$ cat src/rtl/split_screen_viewport_tiler_macros.svh
`ifndef SPLIT_SCREEN_VIEWPORT_TILER_MACROS_SVH
`define SPLIT_SCREEN_VIEWPORT_TILER_MACROS_SVH

// Same-cycle implication, checked on clock, quiet while reset is high
`define SSVT_ASSERT_NOW(label, ante, cons) \
   label: assert property (@(posedge clock) disable iff (reset) (ante) |-> (cons)) \
      else $error("viewport tiler check failed");

// Next-cycle implication, checked on clock, quiet while reset is high
`define SSVT_ASSERT_NEXT(label, ante, cons) \
   label: assert property (@(posedge clock) disable iff (reset) (ante) |=> (cons)) \
      else $error("viewport tiler check failed");

`endif

$ cat src/rtl/ssvt_pkg.sv
`timescale 1ns / 1ps

package ssvt_pkg;

   localparam int DIM_W      = 14;
   localparam int CNT_W      = 7;
   localparam int IDX_W      = 6;
   localparam int DVS_W      = 4;
   localparam int STEP_W     = $clog2(DIM_W + 1);
   localparam int MAX_VIEWS  = 64;
   localparam int RESULT_CAP = 64;

   localparam logic [CNT_W-1:0] VIEW_CAP =
      CNT_W'((MAX_VIEWS < RESULT_CAP) ? MAX_VIEWS : RESULT_CAP);

   localparam logic CSR_FRAME_WIDTH  = 1'b0;
   localparam logic CSR_FRAME_HEIGHT = 1'b1;

   typedef struct packed {
      logic             go;
      logic [DIM_W-1:0] dividend;
      logic [DVS_W-1:0] divisor;
   } div_req_type;

   typedef struct packed {
      logic             done;
      logic [DIM_W-1:0] quotient;
      logic [DVS_W-1:0] remainder;
   } div_rsp_type;

endpackage

$ cat src/rtl/ssvt_divider.sv
`timescale 1ns / 1ps

module ssvt_divider import ssvt_pkg::*; (
   input  logic        clock,
   input  logic        reset,
   input  div_req_type req,
   output div_rsp_type rsp
);

   logic [DIM_W-1:0]  quo_ff, quo_in;
   logic [DVS_W-1:0]  rem_ff, rem_in;
   logic [DVS_W-1:0]  dvs_ff, dvs_in;
   logic [STEP_W-1:0] cnt_ff, cnt_in;
   logic              active_ff, active_in;
   logic              done_ff, done_in;
   logic [DVS_W:0]    trial;
   logic              fits;

   // one quotient bit per cycle, restoring
   assign trial = {rem_ff, quo_ff[DIM_W-1]};
   assign fits  = (trial >= {1'b0, dvs_ff});

   always_comb begin
      quo_in    = quo_ff;
      rem_in    = rem_ff;
      dvs_in    = dvs_ff;
      cnt_in    = cnt_ff;
      active_in = active_ff;
      done_in   = 1'b0;
      if (req.go) begin
         quo_in    = req.dividend;
         rem_in    = '0;
         dvs_in    = req.divisor;
         cnt_in    = STEP_W'(DIM_W);
         active_in = 1'b1;
      end else if (active_ff) begin
         quo_in = {quo_ff[DIM_W-2:0], fits};
         rem_in = fits ? DVS_W'(trial - {1'b0, dvs_ff}) : DVS_W'(trial);
         cnt_in = cnt_ff - STEP_W'(1);
         if (cnt_ff == STEP_W'(1)) begin
            active_in = 1'b0;
            done_in   = 1'b1;
         end
      end
   end

   always_ff @(posedge clock) begin
      if (reset) begin
         active_ff <= 1'b0;
         done_ff   <= 1'b0;
      end else begin
         active_ff <= active_in;
         done_ff   <= done_in;
      end
      quo_ff <= quo_in;
      rem_ff <= rem_in;
      dvs_ff <= dvs_in;
      cnt_ff <= cnt_in;
   end

   assign rsp.done      = done_ff;
   assign rsp.quotient  = quo_ff;
   assign rsp.remainder = rem_ff;

endmodule

$ cat src/rtl/split_screen_viewport_tiler.sv
`timescale 1ns / 1ps
// A request places N views in R = ceil(sqrt(N)) rows. busy is high from accept until the
// last view is registered into the outputs, so a new request is taken only once the
// previous one has been worked through; start is ignored while busy.
// Each division (N/R, height/R, width/cols per row) holds its state until done on the
// shared divider; after each row's width divide its rectangles leave one per cycle.
// Results are strobed on rsp_valid for one cycle each; the receiver cannot stall.
// Reset (synchronous, active high) clears the frame size to zero and returns to idle.

module split_screen_viewport_tiler import ssvt_pkg::*; (
   input  logic             clock,
   input  logic             reset,
   input  logic             start,
   input  logic [CNT_W-1:0] req_view_count,
   output logic             busy,
   input  logic             csr_wr_en,
   input  logic             csr_index,
   input  logic [DIM_W-1:0] csr_wdata,
   output logic             rsp_valid,
   output logic [IDX_W-1:0] rsp_view_index,
   output logic [DIM_W-1:0] rsp_x_origin,
   output logic [DIM_W-1:0] rsp_y_origin,
   output logic [DIM_W-1:0] rsp_view_width,
   output logic [DIM_W-1:0] rsp_view_height,
   output logic             rsp_last_view
);

   `include "split_screen_viewport_tiler_macros.svh"

   localparam logic [2:0] S_IDLE  = 3'd0;
   localparam logic [2:0] S_ROOT  = 3'd1;
   localparam logic [2:0] S_DIV_N = 3'd2;
   localparam logic [2:0] S_DIV_H = 3'd3;
   localparam logic [2:0] S_DIV_W = 3'd4;
   localparam logic [2:0] S_EMIT  = 3'd5;

   logic [2:0]       state_ff, state_in;
   logic [DIM_W-1:0] frame_width_ff, frame_height_ff;
   logic [CNT_W-1:0] n_ff, n_in;
   logic [DVS_W-1:0] rows_ff, rows_in;
   logic [DVS_W-1:0] minc_ff, minc_in;
   logic [DVS_W-1:0] maxc_ff, maxc_in;
   logic [DVS_W-1:0] min_rows_ff, min_rows_in;
   logic [DVS_W-1:0] row_ff, row_in;
   logic [DVS_W-1:0] col_ff, col_in;
   logic [DVS_W-1:0] cols_ff, cols_in;
   logic [IDX_W-1:0] k_ff, k_in;
   logic [DIM_W-1:0] hq_ff, hq_in;
   logic [DIM_W-1:0] wq_ff, wq_in;
   logic [DIM_W-1:0] alloc_w_ff, alloc_w_in;
   logic [DIM_W-1:0] alloc_h_ff, alloc_h_in;

   logic             out_valid_ff, out_valid_in;
   logic [IDX_W-1:0] out_index_ff;
   logic [DIM_W-1:0] out_x_ff, out_y_ff, out_w_ff, out_h_ff;
   logic             out_last_ff, out_last_in;

   div_req_type      div_req;
   div_rsp_type      div_rsp;

   logic [CNT_W-1:0] n_sat;
   logic [7:0]       rows_sq;
   logic [DVS_W-1:0] maxc_new;
   logic [7:0]       span;
   logic             last_col, last_row;
   logic [DIM_W-1:0] cur_w, cur_h;
   logic [DVS_W-1:0] next_row;
   logic [DVS_W-1:0] next_cols;

   ssvt_divider u_div (
      .clock (clock),
      .reset (reset),
      .req   (div_req),
      .rsp   (div_rsp)
   );

   assign n_sat    = (req_view_count > VIEW_CAP) ? VIEW_CAP : req_view_count;
   assign rows_sq  = {4'b0, rows_ff} * {4'b0, rows_ff};
   assign maxc_new = div_rsp.quotient[DVS_W-1:0] + DVS_W'(div_rsp.remainder != '0);
   assign span     = {4'b0, rows_ff} * {4'b0, maxc_new};
   assign last_col = (col_ff + DVS_W'(1)) == cols_ff;
   assign last_row = (row_ff + DVS_W'(1)) == rows_ff;
   // last column and last row soak up the leftover
   assign cur_w    = last_col ? (frame_width_ff - alloc_w_ff) : wq_ff;
   assign cur_h    = last_row ? (frame_height_ff - alloc_h_ff) : hq_ff;
   assign next_row = (state_ff == S_EMIT) ? (row_ff + DVS_W'(1)) : '0;
   assign next_cols = (next_row < min_rows_ff) ? minc_ff : maxc_ff;

   always_comb begin
      state_in     = state_ff;
      n_in         = n_ff;
      rows_in      = rows_ff;
      minc_in      = minc_ff;
      maxc_in      = maxc_ff;
      min_rows_in  = min_rows_ff;
      row_in       = row_ff;
      col_in       = col_ff;
      cols_in      = cols_ff;
      k_in         = k_ff;
      hq_in        = hq_ff;
      wq_in        = wq_ff;
      alloc_w_in   = alloc_w_ff;
      alloc_h_in   = alloc_h_ff;
      out_valid_in = 1'b0;
      out_last_in  = 1'b0;
      div_req      = '0;
      unique case (state_ff)
         S_IDLE: begin
            if (start && n_sat != '0 && frame_width_ff != '0 && frame_height_ff != '0) begin
               n_in     = n_sat;
               rows_in  = DVS_W'(1);
               state_in = S_ROOT;
            end
         end
         S_ROOT: begin
            // advance until rows squared covers the count
            if (rows_sq < {1'b0, n_ff}) begin
               rows_in = rows_ff + DVS_W'(1);
            end else begin
               div_req.go       = 1'b1;
               div_req.dividend = DIM_W'(n_ff);
               div_req.divisor  = rows_ff;
               state_in         = S_DIV_N;
            end
         end
         S_DIV_N: begin
            if (div_rsp.done) begin
               minc_in          = div_rsp.quotient[DVS_W-1:0];
               maxc_in          = maxc_new;
               min_rows_in      = (div_rsp.remainder != '0) ?
                                  DVS_W'(span - {1'b0, n_ff}) : '0;
               div_req.go       = 1'b1;
               div_req.dividend = frame_height_ff;
               div_req.divisor  = rows_ff;
               state_in         = S_DIV_H;
            end
         end
         S_DIV_H: begin
            if (div_rsp.done) begin
               hq_in            = div_rsp.quotient;
               row_in           = '0;
               k_in             = '0;
               alloc_h_in       = '0;
               cols_in          = next_cols;
               div_req.go       = 1'b1;
               div_req.dividend = frame_width_ff;
               div_req.divisor  = next_cols;
               state_in         = S_DIV_W;
            end
         end
         S_DIV_W: begin
            if (div_rsp.done) begin
               wq_in      = div_rsp.quotient;
               col_in     = '0;
               alloc_w_in = '0;
               state_in   = S_EMIT;
            end
         end
         S_EMIT: begin
            out_valid_in = 1'b1;
            out_last_in  = ({1'b0, k_ff} + CNT_W'(1)) == n_ff;
            alloc_w_in   = alloc_w_ff + cur_w;
            col_in       = col_ff + DVS_W'(1);
            k_in         = k_ff + IDX_W'(1);
            if (out_last_in) begin
               state_in = S_IDLE;
            end else if (last_col) begin
               alloc_h_in       = alloc_h_ff + hq_ff;
               row_in           = next_row;
               cols_in          = next_cols;
               div_req.go       = 1'b1;
               div_req.dividend = frame_width_ff;
               div_req.divisor  = next_cols;
               state_in         = S_DIV_W;
            end
         end
         default: begin
            state_in = S_IDLE;
         end
      endcase
   end

   always_ff @(posedge clock) begin
      if (reset) begin
         state_ff        <= S_IDLE;
         out_valid_ff    <= 1'b0;
         frame_width_ff  <= '0;
         frame_height_ff <= '0;
      end else begin
         state_ff     <= state_in;
         out_valid_ff <= out_valid_in;
         if (csr_wr_en) begin
            unique case (csr_index)
               CSR_FRAME_WIDTH:  frame_width_ff  <= csr_wdata;
               CSR_FRAME_HEIGHT: frame_height_ff <= csr_wdata;
            endcase
         end
      end
      n_ff        <= n_in;
      rows_ff     <= rows_in;
      minc_ff     <= minc_in;
      maxc_ff     <= maxc_in;
      min_rows_ff <= min_rows_in;
      row_ff      <= row_in;
      col_ff      <= col_in;
      cols_ff     <= cols_in;
      k_ff        <= k_in;
      hq_ff       <= hq_in;
      wq_ff       <= wq_in;
      alloc_w_ff  <= alloc_w_in;
      alloc_h_ff  <= alloc_h_in;
      if (out_valid_in) begin
         out_index_ff <= k_ff;
         out_x_ff     <= alloc_w_ff;
         out_y_ff     <= frame_height_ff - (alloc_h_ff + cur_h);
         out_w_ff     <= cur_w;
         out_h_ff     <= cur_h;
         out_last_ff  <= out_last_in;
      end
   end

   assign busy            = (state_ff != S_IDLE);
   assign rsp_valid       = out_valid_ff;
   assign rsp_view_index  = out_index_ff;
   assign rsp_x_origin    = out_x_ff;
   assign rsp_y_origin    = out_y_ff;
   assign rsp_view_width  = out_w_ff;
   assign rsp_view_height = out_h_ff;
   assign rsp_last_view   = out_last_ff;

   logic [DIM_W:0] x_end, y_end;
   assign x_end = {1'b0, rsp_x_origin} + {1'b0, rsp_view_width};
   assign y_end = {1'b0, rsp_y_origin} + {1'b0, rsp_view_height};

   `SSVT_ASSERT_NEXT(a_gap_after_last, rsp_valid && rsp_last_view, !rsp_valid)
   `SSVT_ASSERT_NOW(a_index_steps, rsp_valid && $past(rsp_valid) && !$past(rsp_last_view),
      rsp_view_index == ($past(rsp_view_index) + IDX_W'(1)))
   `SSVT_ASSERT_NOW(a_x_inside, rsp_valid, x_end <= {1'b0, frame_width_ff})
   `SSVT_ASSERT_NOW(a_y_inside, rsp_valid, y_end <= {1'b0, frame_height_ff})

endmodule
$ cat config.mk
export PLATFORM = sky130hd
export DESIGN_NAME = split_screen_viewport_tiler
export DESIGN_NICKNAME = d
export VERILOG_FILES = /design/src/rtl/ssvt_pkg.sv /design/src/rtl/ssvt_divider.sv /design/src/rtl/split_screen_viewport_tiler.sv
export VERILOG_INCLUDE_DIRS = /design/src /design/src/rtl
export SDC_FILE = /design/constraint.sdc
export NUM_CORES = 1
export LEC_CHECK = 0
export ABC_AREA = 0
export BUFFER_PORTS_ARGS = -buffer_cell sky130_fd_sc_hd__buf_2
export CAP_MARGIN = 20
export CORE_ASPECT_RATIO = 1.1
export CORE_MARGIN = 8
export CORE_UTILIZATION = 55
export CTS_BUF_LIST = sky130_fd_sc_hd__clkbuf_16
export DETAILED_ROUTE_END_ITERATION = 6
export PLACE_DENSITY = 0.83
export SETUP_SLACK_MARGIN = 0.05
export SLEW_MARGIN = 20
export SYNTH_ARGS = -nofsm -noshare
export SYNTH_HDL_FRONTEND = slang
export SYNTH_SLANG_ARGS = --single-unit
$ cat constraint.sdc
create_clock -name clock -period 4.6 [get_ports clock]
set_clock_uncertainty 0.05 [all_clocks]
set_input_delay 0.46 -clock clock [delete_from_list [all_inputs] [get_ports clock]]
set_output_delay 0.46 -clock clock [all_outputs]
set_load 0.005 [all_outputs]
==> out/metrics.cfg, run 1 <==
[synthesis]
yosys_register_bits = 220
synth_fp_nets = 1299
synthTopCellsByArea = edfxtp_1 (43%), ha_1 (9.7%), dfxtp_1 (6.7%)
syn_area_um2 = 12500
synthCells = 1155
synthTopCellsByCount = edfxtp_1 (178), nand2_1 (127), ha_1 (97)
async_reset_ff_share_pct = 0
synth-warning-count = 0
synth_cell_types = 65
synth_edf_count = 178
netlist.area_leader.share_pct = 42.7
synthFlopType = edfxtp_1
avgSynthCellArea_um2 = 10.8
synth_most_common_cell = edfxtp_1
synth_area_leader_cell = edfxtp_1
ys_seq_area_share_pct = 49.5

[critical_path]
end_kind = flop
critPathKind = reg -> reg
cp_data_arrival_time_ns = 4.50
crit_required_ns = 4.81
path_max_fanout = 4
worst_setup_path_start_kind = flop

[finish]
fin_area_um2 = 14200
fill_cells = 1784
antenna_cells = 0
drive_gt1_share_pct = 14.6
regArea_um2 = 6190
nNetsFinal = 1407
final_core_util_pct = 63.0
layout-area-overhead-vs-synth_pct = 13.7
multiInputGateArea_um2 = 5910

[die]
coreArea_um2 = 22600
row_count = 58
fp.dieArea_um2 = 27800
die_x_um = 160
dieHeight_um = 174
initial_core_util_pct = 55.4
num_io_pins = 91

[timing]
slew_headroom_pct = 39.4
setup_ws_ns = 0.319
final_hold_viol_count = 0
rsz0062_at_grt = false
period_share_pct = 93.1
timing.fmax_mhz = 234
worstMarginPinSlew_ns = 0.908
finalSetupViolations = 0
fin_tns_setup_ns = 0
period_needed_ns = 4.28
slew_viol_final = 0

[clock_tree]
tritoncts = built
h-tree-depth = 1
clk_latency_ns = 0.52
cts_root_buf = clkbuf_16
cts_hold_buf = 0
clkSinkCount = 220
cts_made_buffers = 24
clk_path_buf_depth = 3
cts.clk_slew.worst_paths_ns = 0.06

[placement]
place_worst_setup_slack_ns = 0.260
place_congestion = 0.901
port_buffers = 90
placed_area_um2 = 13400
dp_hpwl_um = 20500

[global_routing]
grt_pass1_vias = 9053
grt_pass1_wl_um = 45000
grt-ovfl-total = 0
antenna_found_initial = 0
grt_usage_pct = 19.6
grt_max_degree = 51

[outcome]
status = completed

[route]
drtIter0Drc = 607
antenna_left = 0
wl_per_cell_um = 17.6
finalWirelength_um = 27800
drc = 0
vias = 9126
firstDrtPassIters = 6
vias_per_cell = 5.77

[worst_hold_path]
hold_path_class = in -> reg

[power_and_ir_drop]
p_leak_nw = 5.92
ir_worst_vdd_mv = 0.393
powerDensity_nw_per_um2 = 458

[flow_run]
maxCapViolCount = 0

path summary, 6_finish.rpt:
| kind | from | endpoint | slack, ns | cells after the start |
|---|---|---|---|---|
| min reg2reg | u_div.quo_ff[6] | hq_ff[6] | 0.44 | 0 |
| max reg2reg | alloc_h_ff[0] | rsp_y_origin[13] | 0.32 | 18 |
| max | alloc_h_ff[0] | rsp_y_origin[13] | 0.32 | 18 |
| min | csr_wdata[11] | frame_height_ff[11] | 0.15 | 3 |
where the power goes:
group | total [mW] | switching, mW | internal [mW]
Sequential | 2.72 | 0.237 | 2.48
Combinational | 1.89 | 1.01 | 0.874
Clock | 1.91 | 0.802 | 1.11
through the flow:
stage,instances,hold slack (ns),power [mW]
4_1_cts,1576,0.131,6.52
3_3_place_gp,1532,0.422,4.53
5_1_grt,1581,0.148,6.86
6_report,1581,0.146,6.51
3_5_place_dp,1532,0.427,4.61
2_1_floorplan,1155,0.386,4.16
layout by cell type (no fill, tap or decap), drive strengths merged, types with 6 or more instances in the layout:
cell	count
edfxtp	178
nand2	127
buf	113
ha	97
inv	85
nor2	84
a21oi	81
o21ai	55
xnor2	49
xor2	44
dfxtp	42
nor2b	26
clkbuf	26
fa	21
nand3	20
nor3	20
mux2i	17
and3	17
a21o	15
and2	14
nand2b	13
clkinv	12
o21a	9
a211oi	9
a31oi	9
nor4	9
nand4	8
a221o	8
mux2	7
a22o	7
o31ai	6
state kept, by name, indices dropped and copies added (netlist names), 7 cells and up:
register,cells
frame_height_ff,14
rsp_y_origin,14
n_ff,7
frame_width_ff,14
hq_ff,14
alloc_h_ff,14
rsp_view_height,14
rsp_view_width,14
rsp_x_origin,14
u_div.quo_ff,14
alloc_w_ff,14
wq_ff,14
critical path, stage by stage (launching register included):
cell and delay, ns:
edfxtp_1 0.42, ha_1 0.23, fa_1 0.42, nor2b_1 0.13, o21a_1 0.13, o21ai_0 0.13, a21oi_1 0.24, o221a_2 0.24
o21ai_0 0.10, xnor2_1 0.13, mux2_2 0.28, fa_1 0.50, inv_1 0.05, ha_1 0.33, inv_1 0.13, nor2_1 0.07
a211oi_2 0.21, xnor2_1 0.11, xnor2_1 0.12
kinds of logic (layout without fill, tap and decap cells):
kind of cell	Yosys count	in the layout	share of synthesized area, %
AO/OA/AOI/OAI	226	226	11.3
XOR/XNOR	94	94	6.69
adder cells (fa/ha/maj)	118	118	13.1
buffers and inverters	115	241	3.63
flip-flops	220	220	49.5
multiplexers	24	24	1.99
AND/OR/NAND/NOR	358	358	13.8
what timing repair did:
action	in CTS	in global routing
setup endpoints to repair	0	7
buffers inserted	0	4
resized for setup	0	13
routing by layer:
layer	part of all wire (%)	routed length [um]	track usage (%)	vias to the layer above
met4	3.0	821	6.59	0
met1	39	10800	23.5	4390
met2	51	14100	35.1	327
met5	0	0	0	-
li1	-	-	-	4341
met3	7.3	2020	3.34	68
area by class of cell:
type | count | share of cell area [%]
clock buffer | 25 | 4.40
clock inverter | 19 | 1.14
inverter | 83 | 2.21
multi-input combinational | 820 | 41.6
sequential | 220 | 43.5
tap | 300 | 2.64
timing repair buffer | 114 | 4.51
Note: power is estimated with default switching activity, not from simulation.
==> run 2, diff against run 1 <==
--- a/config.mk
+++ b/config.mk
@@ -14,6 +14,7 @@
 export CORE_UTILIZATION = 55
 export CTS_BUF_LIST = sky130_fd_sc_hd__clkbuf_16
 export DETAILED_ROUTE_END_ITERATION = 6
+export GPL_TIMING_DRIVEN = 0
 export PLACE_DENSITY = 0.83
 export SETUP_SLACK_MARGIN = 0.05
 export SLEW_MARGIN = 20
==> out/metrics.cfg, run 2 (synthesis results as in run 1) <==
[outcome]
status = completed

[route]
wl_per_cell_um = 18.9
vias_per_cell = 5.82
wl_met2_um = 15200
antenna_left = 0
route.layer.met1.wl_um = 11500
firstDrtPassIters = 5
drtIter0Drc = 899
finalWirelength_um = 30300
wl_met3_um = 2580
vias = 9333
drc = 0
top_layer_used = met4

[clock_tree]
cts.clk_slew.worst_paths_ns = 0.06
clkSinkCount = 220
h-tree-depth = 1
cts_root_buf = clkbuf_16
clk_latency_ns = 0.54
cts_made_buffers = 24
tritoncts = built
cts_hold_buf = 0
clk_path_buf_depth = 3

[critical_path]
cp_slowest_stage_delay_ns = 0.48
cpMaxStageDelayCell = fa_1
crit_top_cell = xnor2_1
r2r-start = alloc_h_ff[0]
critPathKind = reg -> reg
end_kind = flop
crit_family = adder cells
path_cells = ha_1, fa_1, nor2b_1, o21a_1, o21ai_2, a21oi_2, o221a_2, o21ai_1, xnor2_1, mux2_2, fa_1, inv_1, ha_1, and3_1, a211oi_2, xnor2_1, xnor2_1
critPathLaunch = alloc_h_ff[0]
worst_setup_path_start_kind = flop
cp_data_arrival_time_ns = 4.63
crit_required_ns = 4.83
path_max_fanout = 4
crit_buf_inv = 1

[power_and_ir_drop]
p_leak_nw = 5.96
pwr-share-seq_pct = 40.7
p_clk_share_pct = 28.9
comb_power_share_pct = 30.4
intPower_mw = 4.51
ir_worst_vdd_mv = 0.587
swShare_pct = 32.1
fin_total_pwr_mw = 6.64
p_sw_mw = 2.13
powerDensity_nw_per_um2 = 460

[finish]
antenna_cells = 0
layout-area-overhead-vs-synth_pct = 15.5
drive_gt1_share_pct = 15.6
final_common_cell = edfxtp_1
nNetsFinal = 1429
final_core_util_pct = 64.0
layout.cells.most_common_list = edfxtp_1 (178), nand2_1 (127), ha_1 (95)
fin_area_um2 = 14400

[placement]
place_worst_setup_slack_ns = -0.717
dp_hpwl_um = 21900
port_buffers = 89
place_congestion = 0.895
placed_area_um2 = 13400

[global_routing]
grt-ovfl-total = 0
grt_usage_pct = 21.1
grt_pass1_wl_um = 48000
grt_max_degree = 65
antenna_found_initial = 0
grt_pass1_vias = 9506

[timing]
timing.fmax_mhz = 227
period_share_pct = 95.7
holdWs_ns = 0.135
worstMarginPinSlew_ns = 0.978
finalSetupViolations = 0
setup_ws_ns = 0.198
period_needed_ns = 4.40
slew_headroom_pct = 34.1
final_hold_viol_count = 0
slew_viol_final = 0
rsz0062_at_grt = true

[worst_hold_path]
hold_path_class = in -> reg
min_from = csr_wdata[12]

[die]
fp.dieArea_um2 = 27800
dieHeight_um = 174
die_x_um = 160
row_count = 58
num_io_pins = 91
coreArea_um2 = 22600
initial_core_util_pct = 55.4

[flow_run]
maxCapViolCount = 0

==> run 2: changes by cell type in the layout (fill, tap and decap cells not counted), moves of 3 or more <==
| cell | change |
|---|---|
| buf_4 | -6 |
| clkbuf_1 | +16 |
| buf_2 | +3 |
| buf_1 | +4 |
| o21ai_0 | -7 |
| a21oi_2 | +4 |
| mux2i_1 | -4 |
| mux2i_4 | +3 |
| o21ai_1 | +5 |
| a21oi_1 | -4 |
==> run 2: area by class of cell <==
type | instances | area [um2]
tap | 300 | 375
multi-input combinational | 820 | 6030
sequential | 220 | 6190
clock inverter | 17 | 105
inverter | 83 | 317
buffer | 32 | 161
timing repair buffer | 104 | 578
clock buffer | 27 | 676
fill | 1699 | 8130
==> run 2: routing by layer <==
layer | GRT usage (%) | vias up
li1 | - | 4385
met1 | 25.1 | 4426
met2 | 37.1 | 435
met3 | 4.09 | 87
met4 | 8.30 | 0
met5 | 0 | -
==> run 2: stage by stage <==
stage	instances	TNS, ns
finish	1603	0
CTS	1592	-0.0327
detailed placement	1546	-2.39
global route	1603	-0.0407
floorplan	1155	0
global placement	1544	-1.23
==> run 2: power by group through the flow <==
| stage | clock network [mW] | logic [mW] | registers (mW) |
|---|---|---|---|
| after CTS | 1.93 | 1.97 | 2.69 |
| after detailed placement | 0 | 1.93 | 2.73 |
| after global placement | 0 | 1.84 | 2.72 |
| after global routing | 2.01 | 2.25 | 2.71 |
| final | 1.92 | 2.02 | 2.70 |
| after floorplan | 0 | 1.54 | 2.62 |
==> run 2: path summary, 6_finish.rpt <==
path | cells past startpoint | slack (ns) | endpoint
setup / recovery | 17 | 0.20 | rsp_y_origin[13]
hold / removal | 3 | 0.13 | frame_width_ff[12]
setup reg to reg | 17 | 0.20 | rsp_y_origin[13]
hold reg to reg | 2 | 0.44 | u_div.cnt_ff[3]
==> run 2: worst register-to-register path, delay by kind of cell, from the launching register on <==
family / cells / cell delay [ns]
AO/OA/AOI/OAI: 6 / 1.09
XOR/XNOR: 3 / 0.39
adder cells (fa/ha/maj): 4 / 1.47
buffers and inverters: 1 / 0.06
flip-flops: 1 / 0.43
multiplexers: 1 / 0.28
AND/OR/NAND/NOR: 2 / 0.37
==> run 2: repair_timing <==
action | 4_1_cts | 5_1_grt
setup buffers | 2 | 11
pin swaps | 0 | 4
gates resized for setup | 16 | 41
setup endpoints to repair | 13 | 12
==> run 3, diff against run 2 <==
--- a/config.mk
+++ b/config.mk
@@ -7,15 +7,15 @@
 export NUM_CORES = 1
 export LEC_CHECK = 0
 export ABC_AREA = 0
-export BUFFER_PORTS_ARGS = -buffer_cell sky130_fd_sc_hd__buf_2
 export CAP_MARGIN = 20
 export CORE_ASPECT_RATIO = 1.1
 export CORE_MARGIN = 8
 export CORE_UTILIZATION = 55
 export CTS_BUF_LIST = sky130_fd_sc_hd__clkbuf_16
 export DETAILED_ROUTE_END_ITERATION = 6
+export DONT_BUFFER_PORTS = 1
 export GPL_TIMING_DRIVEN = 0
-export PLACE_DENSITY = 0.83
+export PLACE_DENSITY = 0.79
 export SETUP_SLACK_MARGIN = 0.05
 export SLEW_MARGIN = 20
 export SYNTH_ARGS = -nofsm -noshare
==> out/metrics.cfg, run 3 (synthesis results as in run 1) <==
[finish]
fin_area_um2 = 14000
layout-area-overhead-vs-synth_pct = 11.7
nNetsFinal = 1339
stdcell_count = 1512
final_core_util_pct = 61.9
drive_gt1_share_pct = 9.25
final_common_cell = edfxtp_1
layout.cells.most_common_list = edfxtp_1 (178), nand2_1 (127), ha_1 (95)

[global_routing]
grt_util_met3_pct = 4.42
grt_usage_pct = 20.5
grt-ovfl-total = 0
antenna_found_initial = 0
busiest_layer = met2
grt_pass1_vias = 8929
grt_max_degree = 65
grt_pass1_wl_um = 46100
gr-usage-met1_pct = 24.2
met2_usage_pct = 36.7

[route]
wl_per_cell_um = 19.3
drtIter0Drc = 742
drc = 0
firstDrtPassIters = 5
finalWirelength_um = 29200
vias_per_cell = 5.87
vias = 8872
antenna_left = 0

[clock_tree]
clkSinkCount = 220
cts_hold_buf = 0
cts_root_buf = clkbuf_16
clk_path_buf_depth = 3
tritoncts = built
clk_latency_ns = 0.52
cts.clk_slew.worst_paths_ns = 0.06
cts_made_buffers = 23
h-tree-depth = 1

[power_and_ir_drop]
ir_worst_vdd_mv = 0.331
p_clk_share_pct = 29.2
intPower_mw = 4.54
pwr-share-seq_pct = 40.9
swShare_pct = 31.2
p_sw_mw = 2.06
p_leak_nw = 5.63
powerDensity_nw_per_um2 = 472
comb_power_share_pct = 29.9

[placement]
place_congestion = 0.890
port_buffers = 0
placed_area_um2 = 12900
dp_hpwl_um = 21500
place_worst_setup_slack_ns = -0.632
dpl.cell_count = 1457

[timing]
rsz0062_at_grt = true
period_needed_ns = 4.36
finalSetupViolations = 0
final_hold_viol_count = 0
worstMarginPinSlew_ns = 0.946
timing.fmax_mhz = 229
setup_ws_ns = 0.237
slew_viol_final = 0
fin_tns_setup_ns = 0
slew_headroom_pct = 36.9
period_share_pct = 94.8

[die]
initial_core_util_pct = 55.4
row_count = 58
coreArea_um2 = 22600
dieHeight_um = 174
fp.dieArea_um2 = 27800
die_x_um = 160
num_io_pins = 91

[critical_path]
r2r_slack_ns = 0.24
path_max_fanout = 10
critPathCapture = rsp_y_origin[12]
worst_setup_path_start_kind = flop
crit_required_ns = 4.80
reg2reg_to = rsp_y_origin[12]
ff2ff_path_depth = 21
critPathKind = reg -> reg
critPathLaunch = row_ff[0]
r2r-start = row_ff[0]
cp_data_arrival_time_ns = 4.56
end_kind = flop

[outcome]
status = completed

[worst_hold_path]
min_from = csr_wdata[12]
hold_path_class = in -> reg

[flow_run]
maxCapViolCount = 0

[run 3: what timing repair did]
action	CTS	global route
setup endpoints to repair	12	11
cloned	0	0
pin swaps	0	9
endpoints found under the hold margin	0	0
buffers inserted	5	8
resized for setup	13	41
[run 3: layout make-up]
cell class                 count  area, um2
antenna                        1       2.50
inverter                      83        317
sequential                   220       6190
timing repair buffer          15        133
fill                        1726       8590
buffer                        32        165
multi-input combinational    820       6010
tap                          300        375
clock buffer                  24        601
clock inverter                17        178
[run 3: metal layers]
| metal | wire (um) | vias to the layer above | part of all wire, % |
|---|---|---|---|
| met2 | 14900 | 338 | 51 |
| met3 | 2350 | 61 | 8.1 |
| li1 | - | 4211 | - |
| met5 | 0 | - | 0 |
| met1 | 11300 | 4262 | 39 |
| met4 | 664 | 0 | 2.3 |
[run 3: worst min-delay path by stage]
stage                     depth (start not counted)  slack [ns]                   to
after detailed placement                          2        0.42      u_div.cnt_ff[3]
final                                             2        0.03  frame_height_ff[12]
after global routing                              2        0.02   frame_height_ff[3]
after floorplan                                   0        0.39            hq_ff[10]
after CTS                                         2        0.01  frame_height_ff[12]
after global placement                            2        0.42      u_div.cnt_ff[3]
[run 3: metrics by stage]
stage / hold slack [ns] / power (mW)
2_1_floorplan: 0.386 / 4.16
3_3_place_gp: 0.421 / 4.53
6_report: 0.0292 / 6.60
5_1_grt: 0.0153 / 6.96
3_5_place_dp: 0.423 / 4.64
4_1_cts: 0.0119 / 6.60
[run 3: critical path, stage by stage, from the launching register on]
cell      delay [ns]
edfxtp_1        0.43
ha_1            0.26
xnor2_2         0.21
xor2_1          0.16
nand4_1         0.09
buf_4           0.17
clkbuf_8        0.17
nand2_1         0.07
o21a_1          0.16
fa_1            0.46
inv_1           0.09
ha_1            0.16
nor2_2          0.06
fa_2            0.35
nor2b_1         0.16
o21ai_2         0.08
a21boi_0        0.25
o21ai_1         0.15
a21oi_1         0.23
o21ai_1         0.13
nand3_1         0.10
o311ai_1        0.10
[run 3: power groups by stage]
stage | Combinational, mW | Clock (mW) | Sequential, mW
CTS | 1.95 | 1.96 | 2.69
floorplan | 1.54 | 0 | 2.62
global placement | 1.82 | 0 | 2.72
detailed placement | 1.91 | 0 | 2.73
finish | 1.97 | 1.93 | 2.70
global route | 2.22 | 2.03 | 2.71
